<file path="src/rtl/core/brq_pkg.sv">
// ----------------------------------------------------------------------------
// brq_pkg
// Shared types, widths and index arithmetic for the byte ring queue.
// ----------------------------------------------------------------------------
package brq_pkg;

  localparam int DEPTH   = 64;
  localparam int IDX_W   = $clog2(DEPTH);
  localparam int CNT_W   = 7;
  localparam int DATA_W  = 8;
  localparam int ACT_W   = 2;
  localparam int ADDR_W  = 3;
  localparam int PDATA_W = 32;
  localparam int SUM_W   = ((IDX_W > CNT_W) ? IDX_W : CNT_W) + 1;

  localparam logic [CNT_W-1:0] CAP_RESET = CNT_W'(64);

  typedef enum logic [ACT_W-1:0] {
    ACT_APPEND = 2'd0,
    ACT_POP    = 2'd1,
    ACT_DROP   = 2'd2,
    ACT_PEEK   = 2'd3
  } action_t;

  // register index taken from paddr above the byte offset
  localparam logic REG_CAPACITY = 1'b0;

  // (idx + step) mod cap, valid while idx < cap and step <= cap
  function automatic logic [IDX_W-1:0] wrap_add(
    input logic [IDX_W-1:0] idx,
    input logic [CNT_W-1:0] step,
    input logic [CNT_W-1:0] cap
  );
    logic [SUM_W-1:0] sum;
    sum = SUM_W'(idx) + SUM_W'(step);
    if (sum >= SUM_W'(cap)) begin
      sum = sum - SUM_W'(cap);
    end
    return sum[IDX_W-1:0];
  endfunction

  // zero reads as one, anything above the built-in depth as the depth
  function automatic logic [CNT_W-1:0] clamp_cap(input logic [CNT_W-1:0] raw);
    logic [CNT_W-1:0] c;
    c = raw;
    if (raw == '0) begin
      c = CNT_W'(1);
    end else if (int'(raw) > DEPTH) begin
      c = CNT_W'(DEPTH);
    end
    return c;
  endfunction

endpackage

</file>
<file path="src/rtl/core/byte_ring_queue_with_peek.sv">
// ----------------------------------------------------------------------------
// byte_ring_queue_with_peek
// Byte ring queue with append, pop, drop and peek; capacity set over APB.
// ----------------------------------------------------------------------------
// Each word passes through S_IDLE and S_READ: the accept cycle updates head,
// tail and count and issues the slot memory access, and S_READ then picks up
// the registered read data into the result register. A new word is taken
// only in S_IDLE, so the next word waits until the last has left S_READ. A
// result waiting on result_ready still lets the next word in, but that word
// then holds in the read cycle and the input stalls until the waiting result
// is taken. Slot contents need no clearing after reset. Writing capacity
// clears head, tail and count while keeping the stored bytes.
module byte_ring_queue_with_peek (
  input  logic                         clk,
  input  logic                         rst,
  input  logic                         psel,
  input  logic                         penable,
  input  logic                         pwrite,
  input  logic [brq_pkg::ADDR_W-1:0]   paddr,
  input  logic [brq_pkg::PDATA_W-1:0]  pwdata,
  output logic [brq_pkg::PDATA_W-1:0]  prdata,
  output logic                         pready,
  input  logic                         item_valid,
  output logic                         item_ready,
  input  logic [brq_pkg::ACT_W-1:0]    action,
  input  logic [brq_pkg::DATA_W-1:0]   data_in,
  input  logic [brq_pkg::CNT_W-1:0]    amount,
  output logic                         result_valid,
  input  logic                         result_ready,
  output logic                         ok,
  output logic [brq_pkg::DATA_W-1:0]   data_out,
  output logic [brq_pkg::CNT_W-1:0]    count,
  output logic                         empty_res
);

  typedef enum logic {S_IDLE, S_READ} state_t;

  state_t                      state;
  logic [brq_pkg::CNT_W-1:0]   cap_raw;
  logic [brq_pkg::CNT_W-1:0]   cap;
  logic [brq_pkg::IDX_W-1:0]   head;
  logic [brq_pkg::IDX_W-1:0]   tail;
  logic [brq_pkg::CNT_W-1:0]   fill;

  logic [brq_pkg::IDX_W-1:0]   head_next;
  logic [brq_pkg::IDX_W-1:0]   tail_next;
  logic [brq_pkg::CNT_W-1:0]   fill_next;
  logic                        ok_next;
  logic                        need_next;

  logic                        pend_ok;
  logic                        pend_need;
  logic [brq_pkg::CNT_W-1:0]   pend_fill;

  brq_pkg::action_t            act;
  logic                        accept;
  logic                        cfg_wr;
  logic [brq_pkg::CNT_W-1:0]   step;
  logic [brq_pkg::IDX_W-1:0]   head_adv;
  logic [brq_pkg::IDX_W-1:0]   tail_adv;
  logic                        wr_en;
  logic                        rd_en;
  logic [brq_pkg::DATA_W-1:0]  rd_data;
  logic                        load_out;

  assign pready     = 1'b1;
  assign prdata     = brq_pkg::PDATA_W'(cap_raw);
  assign cfg_wr     = psel & penable & pwrite & pready
                      & (paddr[2] == brq_pkg::REG_CAPACITY);
  assign item_ready = (state == S_IDLE);
  assign accept     = item_valid & item_ready;
  assign act        = brq_pkg::action_t'(action);
  assign load_out   = (state == S_READ) & (~result_valid | result_ready);

  assign step     = (act == brq_pkg::ACT_DROP || act == brq_pkg::ACT_PEEK)
                    ? amount : brq_pkg::CNT_W'(1);
  assign head_adv = brq_pkg::wrap_add(head, step, cap);
  assign tail_adv = brq_pkg::wrap_add(tail, brq_pkg::CNT_W'(1), cap);

  always_comb begin
    head_next = head;
    tail_next = tail;
    fill_next = fill;
    ok_next   = 1'b0;
    need_next = 1'b0;
    wr_en     = 1'b0;
    rd_en     = 1'b0;
    case (act)
      brq_pkg::ACT_APPEND: begin
        wr_en     = accept;
        tail_next = tail_adv;
        if (fill < cap) begin
          fill_next = fill + brq_pkg::CNT_W'(1);
        end else begin
          head_next = head_adv;
        end
        ok_next = 1'b1;
      end
      brq_pkg::ACT_POP: begin
        if (fill != '0) begin
          rd_en     = accept;
          need_next = 1'b1;
          head_next = head_adv;
          fill_next = fill - brq_pkg::CNT_W'(1);
          ok_next   = 1'b1;
        end
      end
      brq_pkg::ACT_DROP: begin
        if (amount <= fill) begin
          fill_next = fill - amount;
          head_next = head_adv;
          ok_next   = 1'b1;
        end
      end
      brq_pkg::ACT_PEEK: begin
        if (amount < fill) begin
          rd_en     = accept;
          need_next = 1'b1;
          ok_next   = 1'b1;
        end
      end
      default: begin
        ok_next = 1'b0;
      end
    endcase
  end

  brq_slot_ram u_slots (
    .clk     (clk),
    .wr_en   (wr_en),
    .wr_addr (tail),
    .wr_data (data_in),
    .rd_en   (rd_en),
    .rd_addr ((act == brq_pkg::ACT_PEEK) ? head_adv : head),
    .rd_data (rd_data)
  );

  always_ff @(posedge clk) begin
    if (rst) begin
      state        <= S_IDLE;
      cap_raw      <= brq_pkg::CAP_RESET;
      cap          <= brq_pkg::clamp_cap(brq_pkg::CAP_RESET);
      head         <= '0;
      tail         <= '0;
      fill         <= '0;
      result_valid <= 1'b0;
    end else begin
      if (cfg_wr) begin
        cap_raw <= pwdata[brq_pkg::CNT_W-1:0];
        cap     <= brq_pkg::clamp_cap(pwdata[brq_pkg::CNT_W-1:0]);
        head    <= '0;
        tail    <= '0;
        fill    <= '0;
      end else if (accept) begin
        head <= head_next;
        tail <= tail_next;
        fill <= fill_next;
      end

      case (state)
        S_IDLE: begin
          if (accept) begin
            state <= S_READ;
          end
        end
        S_READ: begin
          if (load_out) begin
            state <= S_IDLE;
          end
        end
        default: begin
          state <= S_IDLE;
        end
      endcase

      if (load_out) begin
        result_valid <= 1'b1;
      end else if (result_ready) begin
        result_valid <= 1'b0;
      end
    end
  end

  always_ff @(posedge clk) begin
    if (accept) begin
      pend_ok   <= ok_next;
      pend_need <= need_next;
      pend_fill <= fill_next;
    end
    if (load_out) begin
      ok        <= pend_ok;
      data_out  <= pend_need ? rd_data : '0;
      count     <= pend_fill;
      empty_res <= (pend_fill == '0);
    end
  end

endmodule

</file>
<file path="src/rtl/core/brq_slot_ram.sv">
// ----------------------------------------------------------------------------
// brq_slot_ram
// Byte slot storage: one write port, one read port, registered read data.
// ----------------------------------------------------------------------------
module brq_slot_ram (
  input  logic                       clk,
  input  logic                       wr_en,
  input  logic [brq_pkg::IDX_W-1:0]  wr_addr,
  input  logic [brq_pkg::DATA_W-1:0] wr_data,
  input  logic                       rd_en,
  input  logic [brq_pkg::IDX_W-1:0]  rd_addr,
  output logic [brq_pkg::DATA_W-1:0] rd_data
);

  logic [brq_pkg::DATA_W-1:0] mem [brq_pkg::DEPTH];

  always_ff @(posedge clk) begin
    if (wr_en) begin
      mem[wr_addr] <= wr_data;
    end
    if (rd_en) begin
      rd_data <= mem[rd_addr];
    end
  end

endmodule
</file>
<file path="config.mk">
export PLATFORM = sky130hd
export DESIGN_NAME = byte_ring_queue_with_peek
export DESIGN_NICKNAME = d
export VERILOG_FILES = /design/src/rtl/core/brq_pkg.sv /design/src/rtl/core/byte_ring_queue_with_peek.sv /design/src/rtl/core/brq_slot_ram.sv
export SDC_FILE = /design/constraint.sdc
export NUM_CORES = 1
export LEC_CHECK = 0
export BUFFER_PORTS_ARGS = -buffer_cell sky130_fd_sc_hd__buf_2
export CAP_MARGIN = 15
export CORE_MARGIN = 2
export CORE_UTILIZATION = 30
export CTS_CLUSTER_SIZE = 28
export DETAILED_ROUTE_END_ITERATION = 7
export PLACE_DENSITY = 0.42
export SYNTH_ARGS = -nofsm -noshare
export SYNTH_HDL_FRONTEND = slang
export SYNTH_SLANG_ARGS = --single-unit
export TNS_END_PERCENT = 30
</file>
<file path="constraint.sdc">
create_clock -name clk -period 6.6 [get_ports clk]
set_clock_uncertainty 0.05 [all_clocks]
set_input_delay 0.99 -clock clk [delete_from_list [all_inputs] [get_ports clk]]
set_output_delay 0.99 -clock clk [all_outputs]
set_load 0.01 [all_outputs]
</file>
==> metrics <==
vias in the first global route 16900; Layout area overhead 15.7%; CTS H-Tree Depth 3; setup ws final 0.670 ns; Ant. Diodes 0; Sequential Area 17100 µm²; DR pass1 iterations 5; met2 Resource Use GR 0.280; IO buf count 57; total chip power 8.99 mW; worst hold path depth 2; r2r startpoint head[0]$_SDFFE_PP0P_; Final Hold Slack 0.391 ns; WP data required 6.90 ns; Hold-fix buffers, CTS 0; status complete, no violations; Setup TNS 0 ns; GR peak layer met2; Period Utilization, post-route 0.899; Post-synth EDFFs 546; area of the core 85500 µm²; critical path type primary input to flop; Min-Delay Path Class flop to flop; CTS buffer count 68; Root Buffer clkbuf_16; Power per Cell Area 299 nW/µm²; hold worst-path end cap_raw[6]$_SDFFE_PP1P_; # fillers 8334; # resized after CTS 0; DR DRC count 0; post-synthesis cell area 26000 µm²; Starting DRT DRC Count 1251; clock tree buffer depth 3; die width 298 µm; total gr overflow 0; TritonCTS Sinks 581; setup slack at placement 0.0754 ns; Lkg Pwr 10.7 nW; worst r2r path cells 17; Fin. Hold Viols 0; min-delay src cap_raw[6]$_SDFFE_PP1P_; HPWL Detailed 49500 µm; Max-Cap Viols 0; ANT nets after route 0; met3 Use GR 0.0245; design area 30100 µm²; Starting Density 0.304; multi-input logic area 8090 µm²; Worst setup SP type primary input; crit end category flop; Tightest Pin Transition 1.15 ns; r2r setup slk 1.07 ns; # nets final 2211; DP Area 28000 µm²; routed wire length 77500 µm; commonest non-fill, non-tap cell in the layout edfxtp_1; via count 17100; largest family of logic cells by synthesized area simple AND/OR/NAND/NOR gates; Data arrival, critical path 6.23 ns; max-slew violations 0; IO Pins 111; Tmin final 5.93 ns; met1 usage 0.238; DR WL/cell 23.4 µm; CP max FO 17; compound-cell area share of the yosys netlist 0.102; Post-synth ARST share 0; Worst VDD drop 143 µV; Tot GR Track Use 0.172; FP Rows 107; Syn. warnings 0; initial antenna violation count 0; most frequent cells in the layout 546 x edfxtp_1, 295 x nand2_1, 114 x nand3_1; Synth Instances 2013; XOR/XNOR share of the synthesized area 0.00674; Final Setup Violations 0; f_max 169 MHz; share of layout cells above drive strength 1 0.138; first-pass GRT wire length 115000 µm; Mean Syn Cell Area 12.9 µm²; max_slew headroom 0.232; library cells used by synthesis 90; Post-Synth Simple-Gate Area 0.129; die area 89000 µm²; die height 298 µm; RSZ-0062 raised after global routing no; mux cell area share after synthesis 0.0478; synthesized flop and latch total 581; pin count of the biggest net entering global routing 76; Setup Fix Bufs, Post-CTS 0; Crit Reg-Reg Endpoint u_slots.rd_data[7]$_DFFE_PP_; CTS tree done; Post-Synth Adder-Cell Area 0.0204; predominant post-synthesis flop cell edfxtp_1; Clock Pin Slew Worst Setup and Hold Paths 0.06 ns; register area share after synthesis 0.658; GP Congestion 0.845; Clock Latency Late Sink 0.59 ns; via/cell ratio 5.16
## per-stage QoR
stage / instances / util
after floorplan: 2037 / -
after global placement: 3186 / 0.327
after detailed placement: 3186 / 0.327
after CTS: 3307 / 0.352
after global routing: 3307 / 0.352
final: 3307 / 0.352
## registers in the layout, indices dropped and copies added, names as in the netlist, 7 cells and up
signal	flops
u_slots.mem	512
data_out	8
u_slots.rd_data	8
cap	7
cap_raw	7
count	7
fill	7
pend_fill	7
## power by group
part	switching, mW	internal (mW)
registers	0.0334	4.07
clock network	1.48	2.11
logic	0.832	0.466
total	2.34	6.65
## layer usage
metal  vias up  wire, µm  share of wire
li1       7866         -              -
met1      8663     36100           0.47
met2       435     36400           0.47
met3       105      3220          0.042
met4         0      1770          0.023
met5         -         0              0
## worst max path at each step
stage / end / cells after the start / start
2_1_floorplan: u_slots.rd_data[3]$_DFFE_PP_ / 21 / action[1]
3_3_place_gp: u_slots.rd_data[2]$_DFFE_PP_ / 21 / action[1]
3_5_place_dp: u_slots.rd_data[2]$_DFFE_PP_ / 21 / action[1]
4_1_cts: u_slots.rd_data[2]$_DFFE_PP_ / 21 / action[1]
5_1_grt: u_slots.rd_data[2]$_DFFE_PP_ / 20 / action[1]
6_report: u_slots.rd_data[2]$_DFFE_PP_ / 21 / action[1]
## worst max-delay path, cell delays in order
cell	delay (ns)
buf_2	0.24
and2_1	0.23
ha_1	0.28
a211oi_2	0.24
o21bai_1	0.10
a21oi_1	0.20
xor2_1	0.20
inv_1	0.07
ha_1	0.33
a21oi_2	0.16
nand2_1	0.10
o211ai_2	0.49
a311oi_2	0.27
o22a_1	0.52
buf_4	0.28
nand3_1	0.15
o221ai_1	0.20
nor4_1	0.54
buf_4	0.24
o22ai_1	0.08
a211o_1	0.29
## cell usage after synthesis (all sizes together), types with 8 or more instances
cell type  instances  area share
nand3b            13      0.0038
ha                36       0.017
a21boi             8      0.0023
a21o              17      0.0049
nor2b              8      0.0019
a21oi             91       0.018
a211oi            45       0.013
xnor2             10      0.0034
a31oi             15      0.0036
a2111oi           23      0.0078
edfxtp           546        0.63
and2              16      0.0039
mux2i            114       0.044
nor3              26      0.0064
nor4              18      0.0059
clkbuf            43      0.0062
nand3            115       0.023
dfxtp             35       0.027
inv               32      0.0046
nand2            296       0.043
o311ai             8      0.0027
o22ai             18      0.0048
nand2b             9      0.0022
a2111o             9      0.0039
o21ai             36      0.0071
nor2             112       0.016
a311oi            15      0.0053
buf              106       0.026
xor2              10      0.0034
o31ai             22      0.0064
mux2               9      0.0039
nand4             28      0.0067
nor4b             28      0.0094
## final cells by class
type | instances | share of cell area
inverters | 34 | 0.00424
repair buffers | 154 | 0.0407
multi-input cells | 1273 | 0.269
flip-flops and latches | 581 | 0.568
well taps | 1144 | 0.0476
clock inverters | 34 | 0.00977
clock buffers | 87 | 0.0607
## cells by family (layout without fill, tap and decap cells)
kind of cell             Yosys count  count (layout)
AO/OA/AOI/OAI                    371             371
XOR/XNOR                          20              20
adder cells (fa/ha/maj)           40              40
buffers and inverters            183             309
flip-flops                       581             581
multiplexers                     123             123
other                              2              26
AND/OR/NAND/NOR                  693             693
Note: power is estimated with default switching activity, not from simulation.
